==> src/sv/ppmsd_pkg.sv <==
// Shared constants for the point-to-polyline squared distance block.
// Holds the result width, the saturation mask and the configuration register indexes.
// No dependencies; every other file but ppmsd_vtx_if and ppmsd_sqdiv imports this package.
package ppmsd_pkg;

	// Width of the squared distance result, unsigned Q18.24.
	localparam int OUT_BITS = 42;

	// All ones marks "no distance" and is also the saturation value.
	localparam logic [OUT_BITS-1:0] OUT_MASK = '1;

	// Configuration register indexes.
	localparam int CFG_IDX_BITS = 2;
	localparam logic [CFG_IDX_BITS-1:0] CFG_POINT_X = 2'd0;
	localparam logic [CFG_IDX_BITS-1:0] CFG_POINT_Y = 2'd1;
	localparam logic [CFG_IDX_BITS-1:0] CFG_POINT_Z = 2'd2;

endpackage

==> src/sv/ppmsd_vtx_if.sv <==
// Valid/ready channel that carries one polyline vertex per beat.
// Standalone interface; coordinate width follows COORD_BITS.
interface ppmsd_vtx_if #(
	parameter int COORD_BITS = 20
);
	logic                         valid;
	logic                         ready;
	logic signed [COORD_BITS-1:0] vertex_x;
	logic signed [COORD_BITS-1:0] vertex_y;
	logic signed [COORD_BITS-1:0] vertex_z;
	logic                         is_last;

	modport source (output valid, output vertex_x, output vertex_y, output vertex_z,
		output is_last, input ready);
	modport sink (input valid, input vertex_x, input vertex_y, input vertex_z,
		input is_last, output ready);
endinterface

==> src/sv/ppmsd_res_if.sv <==
// Valid/ready channel that carries one polyline distance result per beat.
// Depends on ppmsd_pkg for the result width.
interface ppmsd_res_if
	import ppmsd_pkg::*;
();
	logic                valid;
	logic                ready;
	logic [OUT_BITS-1:0] min_distance_sq;
	logic                no_segment;

	modport source (output valid, output min_distance_sq, output no_segment, input ready);
	modport sink (input valid, input min_distance_sq, input no_segment, output ready);
endinterface

==> src/sv/point_polyline_min_sq_distance.sv <==
// Point to 3D polyline minimum squared distance, top level.
// Depends on ppmsd_pkg, ppmsd_vtx_if, ppmsd_res_if and ppmsd_sqdiv.
//
// Vertices of a polyline arrive one beat at a time on the vertex channel as
// signed Q8.12 coordinates, and the query point is set through the three
// configuration registers point_x, point_y and point_z (indexes 0 to 2; other
// indexes are ignored). Each vertex after the first closes a segment with the
// vertex before it, and the block folds that segment's squared distance into a
// running minimum. The beat marked is_last produces one result beat: the
// minimum in unsigned Q18.24, or all ones with no_segment set when the polyline
// had a single vertex; the next vertex then starts a new polyline. The block
// takes one vertex at a time. A vertex that closes a segment runs twelve
// products through one shared multiplier, then a region select, the serial
// quotient unit when the projection falls inside the segment, and the update
// of the running minimum; a vertex that carries is_last then loads the output
// register. A finished result is held in that output register, so a new vertex
// is taken while the result waits; a later result waits until that register
// has been emptied.
module point_polyline_min_sq_distance
	import ppmsd_pkg::*;
#(
	parameter int COORD_BITS = 20
) (
	input  logic                          clk,
	input  logic                          arst_n,
	input  logic                          cfg_we,
	input  logic [CFG_IDX_BITS-1:0]       cfg_index,
	input  logic [COORD_BITS-1:0]         cfg_data,
	ppmsd_vtx_if.sink                     vertex,
	ppmsd_res_if.source                   result
);

	// Difference width, product width and the width used for the saturation compare.
	localparam int DW = COORD_BITS + 1;
	localparam int W  = 2 * DW;
	localparam int EW = (W > OUT_BITS) ? W : OUT_BITS;

	localparam logic [2:0] S_IDLE = 3'd0;
	localparam logic [2:0] S_MUL  = 3'd1;
	localparam logic [2:0] S_SEL  = 3'd2;
	localparam logic [2:0] S_DIV  = 3'd3;
	localparam logic [2:0] S_UPD  = 3'd4;
	localparam logic [2:0] S_OUT  = 3'd5;

	localparam logic [3:0] MUL_STEPS = 4'd12;

	localparam logic [1:0] ACC_PA2 = 2'd0;
	localparam logic [1:0] ACC_BA2 = 2'd1;
	localparam logic [1:0] ACC_DOT = 2'd2;
	localparam logic [1:0] ACC_PB2 = 2'd3;

	logic [2:0]                  state_q;
	logic [3:0]                  cnt_q;
	logic                        have_prev_q;
	logic                        seg_seen_q;
	logic                        last_q;
	logic [OUT_BITS-1:0]         run_min_q;
	logic                        res_valid_q;
	logic                        vld_s1;

	logic signed [COORD_BITS-1:0] px_q, py_q, pz_q;
	logic signed [COORD_BITS-1:0] prev_x_q, prev_y_q, prev_z_q;
	logic signed [DW-1:0]        pax_q, pay_q, paz_q;
	logic signed [DW-1:0]        bax_q, bay_q, baz_q;
	logic signed [DW-1:0]        pbx_q, pby_q, pbz_q;
	logic signed [W-1:0]         prod_s1;
	logic [1:0]                  grp_s1;
	logic signed [W:0]           pa2_q, ba2_q, dot_q, pb2_q;
	logic [W-1:0]                dist_q;
	logic [OUT_BITS-1:0]         res_dist_q;
	logic                        res_noseg_q;

	logic                        accept;
	logic                        out_free;
	logic signed [DW-1:0]        op_a, op_b;
	logic [1:0]                  grp;
	logic signed [W:0]           prod_ext;
	logic                        dot_le_zero;
	logic                        dot_ge_ba2;
	logic                        div_start;
	logic                        div_done;
	logic [W-1:0]                div_quot;
	logic [EW-1:0]               dist_ext;
	logic [OUT_BITS-1:0]         dist_sat;
	logic [OUT_BITS-1:0]         min_next;

	assign accept   = vertex.valid && vertex.ready;
	assign out_free = !res_valid_q || result.ready;

	assign vertex.ready           = (state_q == S_IDLE);
	assign result.valid           = res_valid_q;
	assign result.min_distance_sq = res_dist_q;
	assign result.no_segment      = res_noseg_q;

	// Operand selection for the shared multiplier: three squares of p-a, three
	// squares of b-a, the three terms of the dot product, then three squares of
	// p-b. The group tells which accumulator the product lands in.
	always_comb begin
		unique case (cnt_q)
			4'd0: begin op_a = pax_q; op_b = pax_q; grp = ACC_PA2; end
			4'd1: begin op_a = pay_q; op_b = pay_q; grp = ACC_PA2; end
			4'd2: begin op_a = paz_q; op_b = paz_q; grp = ACC_PA2; end
			4'd3: begin op_a = bax_q; op_b = bax_q; grp = ACC_BA2; end
			4'd4: begin op_a = bay_q; op_b = bay_q; grp = ACC_BA2; end
			4'd5: begin op_a = baz_q; op_b = baz_q; grp = ACC_BA2; end
			4'd6: begin op_a = pax_q; op_b = bax_q; grp = ACC_DOT; end
			4'd7: begin op_a = pay_q; op_b = bay_q; grp = ACC_DOT; end
			4'd8: begin op_a = paz_q; op_b = baz_q; grp = ACC_DOT; end
			4'd9: begin op_a = pbx_q; op_b = pbx_q; grp = ACC_PB2; end
			4'd10: begin op_a = pby_q; op_b = pby_q; grp = ACC_PB2; end
			4'd11: begin op_a = pbz_q; op_b = pbz_q; grp = ACC_PB2; end
			default: begin op_a = pax_q; op_b = pax_q; grp = ACC_PA2; end
		endcase
	end

	assign prod_ext = {prod_s1[W-1], prod_s1};

	// Region test along the segment. A zero-length segment has a zero dot
	// product and so takes the distance to its start vertex.
	assign dot_le_zero = dot_q[W] || (dot_q == '0);
	assign dot_ge_ba2  = (dot_q[W-1:0] >= ba2_q[W-1:0]);
	assign div_start   = (state_q == S_SEL) && !dot_le_zero && !dot_ge_ba2;

	// Distances above the result range saturate to all ones; this can only
	// happen for coordinate widths above 20 bits.
	always_comb begin
		dist_ext = EW'(dist_q);
		dist_sat = (dist_ext > EW'(OUT_MASK)) ? OUT_MASK : OUT_BITS'(dist_ext);
		min_next = (dist_sat < run_min_q) ? dist_sat : run_min_q;
	end

	ppmsd_sqdiv #(
		.W(W)
	) u_sqdiv (
		.clk      (clk),
		.arst_n   (arst_n),
		.start    (div_start),
		.dividend (dot_q[W-1:0]),
		.divisor  (ba2_q[W-1:0]),
		.done     (div_done),
		.quot     (div_quot)
	);

	// Control state.
	always_ff @(posedge clk or negedge arst_n) begin
		if (!arst_n) begin
			state_q     <= S_IDLE;
			cnt_q       <= '0;
			have_prev_q <= 1'b0;
			seg_seen_q  <= 1'b0;
			last_q      <= 1'b0;
			run_min_q   <= OUT_MASK;
			res_valid_q <= 1'b0;
			vld_s1      <= 1'b0;
			px_q        <= '0;
			py_q        <= '0;
			pz_q        <= '0;
		end else begin
			if (cfg_we) begin
				unique case (cfg_index)
					CFG_POINT_X: px_q <= cfg_data;
					CFG_POINT_Y: py_q <= cfg_data;
					CFG_POINT_Z: pz_q <= cfg_data;
					default: ;
				endcase
			end

			// A new result beat takes the output register as the old one leaves.
			if (state_q == S_OUT && out_free) begin
				res_valid_q <= 1'b1;
			end else if (result.ready) begin
				res_valid_q <= 1'b0;
			end

			vld_s1 <= (state_q == S_MUL) && (cnt_q < MUL_STEPS);

			unique case (state_q)
				S_IDLE: begin
					if (accept) begin
						last_q      <= vertex.is_last;
						have_prev_q <= 1'b1;
						cnt_q       <= '0;
						if (have_prev_q) begin
							state_q <= S_MUL;
						end else if (vertex.is_last) begin
							state_q <= S_OUT;
						end
					end
				end
				S_MUL: begin
					cnt_q <= cnt_q + 1'b1;
					if (cnt_q == MUL_STEPS) begin
						state_q <= S_SEL;
					end
				end
				S_SEL: begin
					state_q <= div_start ? S_DIV : S_UPD;
				end
				S_DIV: begin
					if (div_done) begin
						state_q <= S_UPD;
					end
				end
				S_UPD: begin
					run_min_q  <= min_next;
					seg_seen_q <= 1'b1;
					state_q    <= last_q ? S_OUT : S_IDLE;
				end
				S_OUT: begin
					if (out_free) begin
						run_min_q   <= OUT_MASK;
						seg_seen_q  <= 1'b0;
						have_prev_q <= 1'b0;
						state_q     <= S_IDLE;
					end
				end
				default: state_q <= S_IDLE;
			endcase
		end
	end

	// Datapath registers.
	always_ff @(posedge clk) begin
		if (accept) begin
			prev_x_q <= vertex.vertex_x;
			prev_y_q <= vertex.vertex_y;
			prev_z_q <= vertex.vertex_z;
			pax_q <= {px_q[COORD_BITS-1], px_q} - {prev_x_q[COORD_BITS-1], prev_x_q};
			pay_q <= {py_q[COORD_BITS-1], py_q} - {prev_y_q[COORD_BITS-1], prev_y_q};
			paz_q <= {pz_q[COORD_BITS-1], pz_q} - {prev_z_q[COORD_BITS-1], prev_z_q};
			bax_q <= {vertex.vertex_x[COORD_BITS-1], vertex.vertex_x}
				- {prev_x_q[COORD_BITS-1], prev_x_q};
			bay_q <= {vertex.vertex_y[COORD_BITS-1], vertex.vertex_y}
				- {prev_y_q[COORD_BITS-1], prev_y_q};
			baz_q <= {vertex.vertex_z[COORD_BITS-1], vertex.vertex_z}
				- {prev_z_q[COORD_BITS-1], prev_z_q};
			pbx_q <= {px_q[COORD_BITS-1], px_q}
				- {vertex.vertex_x[COORD_BITS-1], vertex.vertex_x};
			pby_q <= {py_q[COORD_BITS-1], py_q}
				- {vertex.vertex_y[COORD_BITS-1], vertex.vertex_y};
			pbz_q <= {pz_q[COORD_BITS-1], pz_q}
				- {vertex.vertex_z[COORD_BITS-1], vertex.vertex_z};
			pa2_q <= '0;
			ba2_q <= '0;
			dot_q <= '0;
			pb2_q <= '0;
		end else if (vld_s1) begin
			unique case (grp_s1)
				ACC_PA2: pa2_q <= pa2_q + prod_ext;
				ACC_BA2: ba2_q <= ba2_q + prod_ext;
				ACC_DOT: dot_q <= dot_q + prod_ext;
				ACC_PB2: pb2_q <= pb2_q + prod_ext;
				default: ;
			endcase
		end

		prod_s1 <= op_a * op_b;
		grp_s1  <= grp;

		if (state_q == S_SEL) begin
			dist_q <= dot_le_zero ? pa2_q[W-1:0] : pb2_q[W-1:0];
		end else if (state_q == S_DIV && div_done) begin
			dist_q <= pa2_q[W-1:0] - div_quot;
		end

		if (state_q == S_OUT && out_free) begin
			res_dist_q  <= seg_seen_q ? run_min_q : OUT_MASK;
			res_noseg_q <= !seg_seen_q;
		end
	end

endmodule

==> src/sv/ppmsd_sqdiv.sv <==
// Serial unit for floor(d*d/b) with 0 < d < b, one bit of d per cycle.
// Self-contained; instantiated by point_polyline_min_sq_distance.
module ppmsd_sqdiv #(
	parameter int W = 42
) (
	input  logic         clk,
	input  logic         arst_n,
	input  logic         start,
	input  logic [W-1:0] dividend,
	input  logic [W-1:0] divisor,
	output logic         done,
	output logic [W-1:0] quot
);

	localparam int CW = $clog2(W);

	logic          busy_q;
	logic          done_q;
	logic [CW-1:0] cnt_q;
	logic [W-1:0]  d_q;
	logic [W-1:0]  d_sh_q;
	logic [W-1:0]  b_q;
	logic [W-1:0]  r_q;
	logic [W-1:0]  q_q;

	logic [W+1:0]  t;
	logic [W+1:0]  b1;
	logic [W+1:0]  b2;
	logic [W+1:0]  r_next;
	logic [1:0]    q_inc;
	logic [W-1:0]  q_next;

	// The partial remainder stays below b, so 2r + d stays below 3b and at most
	// two subtractions of b are needed per bit.
	always_comb begin
		t  = {1'b0, r_q, 1'b0} + (d_sh_q[W-1] ? {2'b00, d_q} : '0);
		b1 = {2'b00, b_q};
		b2 = {1'b0, b_q, 1'b0};
		priority if (t >= b2) begin
			r_next = t - b2;
			q_inc  = 2'd2;
		end else if (t >= b1) begin
			r_next = t - b1;
			q_inc  = 2'd1;
		end else begin
			r_next = t;
			q_inc  = 2'd0;
		end
		q_next = {q_q[W-2:0], 1'b0} + W'(q_inc);
	end

	always_ff @(posedge clk or negedge arst_n) begin
		if (!arst_n) begin
			busy_q <= 1'b0;
			done_q <= 1'b0;
			cnt_q  <= '0;
		end else begin
			done_q <= 1'b0;
			if (start) begin
				busy_q <= 1'b1;
				cnt_q  <= CW'(W - 1);
			end else if (busy_q) begin
				cnt_q <= cnt_q - 1'b1;
				if (cnt_q == '0) begin
					busy_q <= 1'b0;
					done_q <= 1'b1;
				end
			end
		end
	end

	always_ff @(posedge clk) begin
		if (start) begin
			d_q    <= dividend;
			d_sh_q <= dividend;
			b_q    <= divisor;
			r_q    <= '0;
			q_q    <= '0;
		end else if (busy_q) begin
			d_sh_q <= {d_sh_q[W-2:0], 1'b0};
			r_q    <= r_next[W-1:0];
			q_q    <= q_next;
		end
	end

	assign done = done_q;
	assign quot = q_q;

endmodule

==> src/flat_wrapper.sv <==
// flat-port wrapper written by rule: the top's interface ports become plain ports
module point_polyline_min_sq_distance_flat import ppmsd_pkg::*;
#(
	parameter int COORD_BITS = 20
)
  (clk, arst_n, cfg_we, cfg_index, cfg_data, vertex_valid, vertex_vertex_x, vertex_vertex_y, vertex_vertex_z, vertex_is_last, vertex_ready, result_valid, result_min_distance_sq, result_no_segment, result_ready);
  ppmsd_vtx_if #(.COORD_BITS(COORD_BITS)) vertex_i ();
  ppmsd_res_if result_i ();
  input  logic clk;
  input  logic arst_n;
  input  logic cfg_we;
  input  logic [CFG_IDX_BITS-1:0] cfg_index;
  input  logic [COORD_BITS-1:0] cfg_data;
  input wire logic [$bits(vertex_i.valid)-1:0] vertex_valid;
  input wire logic [$bits(vertex_i.vertex_x)-1:0] vertex_vertex_x;
  input wire logic [$bits(vertex_i.vertex_y)-1:0] vertex_vertex_y;
  input wire logic [$bits(vertex_i.vertex_z)-1:0] vertex_vertex_z;
  input wire logic [$bits(vertex_i.is_last)-1:0] vertex_is_last;
  output wire logic [$bits(vertex_i.ready)-1:0] vertex_ready;
  output wire logic [$bits(result_i.valid)-1:0] result_valid;
  output wire logic [$bits(result_i.min_distance_sq)-1:0] result_min_distance_sq;
  output wire logic [$bits(result_i.no_segment)-1:0] result_no_segment;
  input wire logic [$bits(result_i.ready)-1:0] result_ready;
  assign vertex_i.valid = vertex_valid;
  assign vertex_i.vertex_x = vertex_vertex_x;
  assign vertex_i.vertex_y = vertex_vertex_y;
  assign vertex_i.vertex_z = vertex_vertex_z;
  assign vertex_i.is_last = vertex_is_last;
  assign vertex_ready = vertex_i.ready;
  assign result_valid = result_i.valid;
  assign result_min_distance_sq = result_i.min_distance_sq;
  assign result_no_segment = result_i.no_segment;
  assign result_i.ready = result_ready;
  point_polyline_min_sq_distance #(.COORD_BITS(COORD_BITS)) u_core (.clk(clk), .arst_n(arst_n), .cfg_we(cfg_we), .cfg_index(cfg_index), .cfg_data(cfg_data), .vertex(vertex_i), .result(result_i));
endmodule
==> config.mk <==
export PLATFORM = sky130hd
export DESIGN_NAME = point_polyline_min_sq_distance_flat
export DESIGN_NICKNAME = d
export VERILOG_FILES = /design/src/sv/ppmsd_pkg.sv /design/src/sv/ppmsd_vtx_if.sv /design/src/sv/ppmsd_res_if.sv /design/src/sv/point_polyline_min_sq_distance.sv /design/src/sv/ppmsd_sqdiv.sv /design/src/flat_wrapper.sv
export SDC_FILE = /design/constraint.sdc
export NUM_CORES = 2
export LEC_CHECK = 0
export ABC_CLOCK_PERIOD_IN_PS = 21900
export BUFFER_PORTS_ARGS = -buffer_cell sky130_fd_sc_hd__buf_2
export CAP_MARGIN = 20
export CELL_PAD_IN_SITES_DETAIL_PLACEMENT = 0
export CELL_PAD_IN_SITES_GLOBAL_PLACEMENT = 1
export CORE_UTILIZATION = 55
export DETAILED_ROUTE_END_ITERATION = 7
export GPL_TIMING_DRIVEN = 0
export PLACE_DENSITY = 0.95
export SETUP_SLACK_MARGIN = 0.1
export SYNTH_ARGS = -nofsm -noshare
export SYNTH_HDL_FRONTEND = slang
export SYNTH_SLANG_ARGS = --single-unit
==> constraint.sdc <==
create_clock -name clk -period 21.9 [get_ports clk]
set_input_delay 1.095 -clock clk [delete_from_list [all_inputs] [get_ports clk]]
set_output_delay 1.095 -clock clk [all_outputs]
set_load 0.02 [all_outputs]
==> impl_results.md <==
* Largest delay contributor family on the critical path: adder cells
* Initial antenna violation count at 5
* Count leader, synth: inv_1
* Syn nets at 9,554
* Post-Syn Area at ~0.076 mm²
* Tmin final at between 10 and 15 ns
* Clock transition at the registers of the reported paths at ~0.070 ns
* CP Launch Point: u_core.cnt_q[1]
* CP Data Required Time at 22.54 ns
* Final Setup Violations at 0
* Clock Path Buffers at 3
* Final Max Slew Viols at 0
* Via count at a little over 60,000
* Critical Path End: u_core.prod_s1[40]
* YS warnings at 0
* Critical Path Sink Type: flip-flop
* Number of H-tree levels at 3
* Critical path type: reg2reg
* RSZ-0062 raised after global routing: false
* Tightest Pin Transition at 1.25 ns
* Worst hold-check path type: in2async
* Pin count of the biggest net entering global routing at 85
* Mean area per synthesized cell at 9.15 µm²
* CTS Sinks at slightly below 900
* GRT overflow at 0
* Post-synth EDFFs at 460
* Hold bufs inserted after CTS at 0
* Die Ht at about 370 µm
* Detailed placer's ending HPWL at ~190,000 µm
* Top post-synthesis cells by count: 1,000 x inv_1, 877 x nand2_1, 713 x ha_1
* Top cell type's share of synthesized area at a little under a fifth
* Boundary Pins at roughly 130
* Critical Path AT at approximately 12 ns
* Fillers at 11,657
* Type of origin of the critical path: flip-flop
* Core area at between 0.1 and 0.15 mm²
* CP bufs+invs at 9
* Vias per cell at ~6
* Die Wd at between 300 and 400 µm
* Synth Instances at between 8,000 and 9,000
* FF+latch count, synth at 879
* Antenna viol nets, final at 0
* Die footprint at 0.139 mm²
* Status: finished with violations
* Violations in the final reports: DRC
* CTS tree: yes
* Vias in the first global route at between 60,000 and 70,000
* Slowest cell on crit path: clkbuf_1
* First-pass GRT wire length at 356,000 µm
* Max Fclk at a little over 90 MHz
* Final WL at around 230,000 µm
* Avg WL per Cell at 22.4 µm
* Num CTS Buffers at just over 100
* Initial drt markers at between 5,000 and 6,000
* Syn-to-layout area delta at 9.01%
* Resized cells post-CTS at 0
* Dominant synthesized flop cell: edfxtp_1
* Fin crit share at about half
* FP Rows at between 100 and 150
* Pre-Repair DR Iteration Count at 8
* Clk root buf: clkbuf_16
* Max transition margin at 16.9%
* Worst flop-to-flop path endpoint: u_core.prod_s1[40]
* Final hold violations at 0
* Reg2reg path depth at 37
* Synth top area cells: edfxtp_1 18%, fa_1 13%, ha_1 12%, dfxtp_1 7.9%, inv_1 5.0%
* Routability cong. at between 1 and 1.5
* Worst r2r src: u_core.cnt_q[1]
* Initial Util at 55.7%
* MaxCap Viol Count at 0
* Crit Path Max Fanout at 10
* Register area share after synthesis at 30.2%
* GRT Overall Usage at approximately a third
* Cell mode on critical path: fa_1
* Setup Skew at around 0.047 ns
* Reg-to-reg slack, setup at between 10 and 15 ns
* Synth area leader: edfxtp_1
* IO buf count at approximately 130
* Share of layout cells above drive strength 1 at 6.75%
* Remaining DRCs at 1
* Setup_tns at 0 ns
* Post-CTS setup buffers at 0
* Biggest cell delay along the critical path at slightly above 0.6 ns
* Yosys cell types at 105
* Crit path depth at 37
* Asr flop ratio synth at 13.9%
* Total Nets Final at slightly below 10,000
* Worst skew pair latency at 0.75 ns
## cells by family (layout without fill, tap and decap cells)
family / Yosys count / after routing / synth area share [%]
mux: 196 / 196 / 2.79
compound gates: 1917 / 1917 / 16.5
flops: 879 / 879 / 30.2
fa+ha+maj: 1189 / 1189 / 24.4
other cells: 0 / 2 / 0
buf+inv: 1306 / 1645 / 6.52
simple gates: 2310 / 2310 / 14.1
xor+xnor: 480 / 480 / 5.55
## layout make-up
type | count | area [µm²] | area share [%]
clock buffers | 138 | 2840 | 3.44
plain buffers | 304 | 1180 | 1.44
inverters | 1002 | 3760 | 4.56
flip-flops and latches | 879 | 22900 | 27.7
multi-input cells | 6092 | 48000 | 58.1
clock inverters | 53 | 751 | 0.909
diodes | 2 | 5.00 | 0.00606
well taps | 1781 | 2230 | 2.70
repair buffers | 148 | 963 | 1.17
## routing by layer
layer | GRT usage, % | up-vias | share of wire [%]
met2 | 53.6 | 2365 | 45
met5 | 0 | - | 0.0056
met3 | 3.76 | 642 | 6.3
met1 | 42.0 | 30084 | 40
met4 | 22.3 | 2 | 7.8
li1 | - | 29108 | -
## worst reg2reg max path: cells and delay by family, from the launching register on
kind            cells  cell delay (ns)
xor+xnor            1             0.12
fa+ha+maj           9             4.38
flops               1             0.43
compound gates      8             1.45
simple gates        8             2.08
buf+inv             9             2.06
mux                 2             0.43
## cell usage in the layout, fill, tap and decap left out, drive strengths merged, types with 88 or more instances in the layout
cell	synthesis	final
ha	713	713
nor3	112	112
xnor2	322	322
nor2b	125	125
inv	1001	1007
o21ai	371	371
a21oi	600	600
nor2	547	547
mux2	120	120
buf	35	183
fa	476	476
nand4	88	88
nand3	142	142
and2	125	125
nand2b	115	115
a211oi	105	105
xor2	158	158
nand2	878	878
clkbuf	269	407
edfxtp	460	460
a21o	232	232
dfxtp	297	297
## metrics by stage
| step | instances | utilization (%) | hold slack, ns | setup slack [ns] | instance area, µm² |
|---|---|---|---|---|---|
| floorplan | 8277 | - | 0.430 | 12.45 | 75700 |
| global placement | 10190 | 57.8 | 0.456 | 7.94 | 78600 |
| detailed placement | 10206 | 58.1 | 0.466 | 11.12 | 79000 |
| CTS | 10397 | 60.7 | 0.234 | 11.11 | 82600 |
| global route | 10397 | 60.7 | 0.264 | 10.55 | 82600 |
| finish | 10399 | 60.7 | 0.262 | 10.85 | 82600 |
## flip-flops by register name (all words and copies together), names as in the netlist, 42 cells and up
| register | flops |
|---|---|
| u_core.u_sqdiv.d_q | 42 |
| u_core.ba2_q | 42 |
| u_core.dot_q | 43 |
| u_core.u_sqdiv.d_sh_q | 42 |
| u_core.dist_ext | 42 |
| u_core.u_sqdiv.b_q | 42 |
| u_core.u_sqdiv.r_q | 42 |
| u_core.pb2_q | 42 |
| u_core.result.min_distance_sq | 42 |
| u_core.u_sqdiv.quot | 42 |
| u_core.pa2_q | 42 |
| u_core.prod_s1 | 42 |
| u_core.run_min_q | 42 |
## worst min-delay path by stage
stage | from | end | slack, ns | cells past startpoint
6_report | arst_n | u_core.pz_q[13] | 0.26 | 1
4_1_cts | arst_n | u_core.py_q[14] | 0.23 | 1
3_5_place_dp | u_core.u_sqdiv.r_q[6] | u_core.u_sqdiv.r_q[6] | 0.47 | 1
2_1_floorplan | u_core.ba2_q[41] | u_core.u_sqdiv.b_q[41] | 0.43 | 0
5_1_grt | arst_n | u_core.pz_q[13] | 0.26 | 1
3_3_place_gp | u_core.ba2_q[41] | u_core.u_sqdiv.b_q[41] | 0.46 | 0
Power is left out: the tool's default activity adds up to more than one toggle a clock period on the data nets, which glitch-free logic cannot reach.
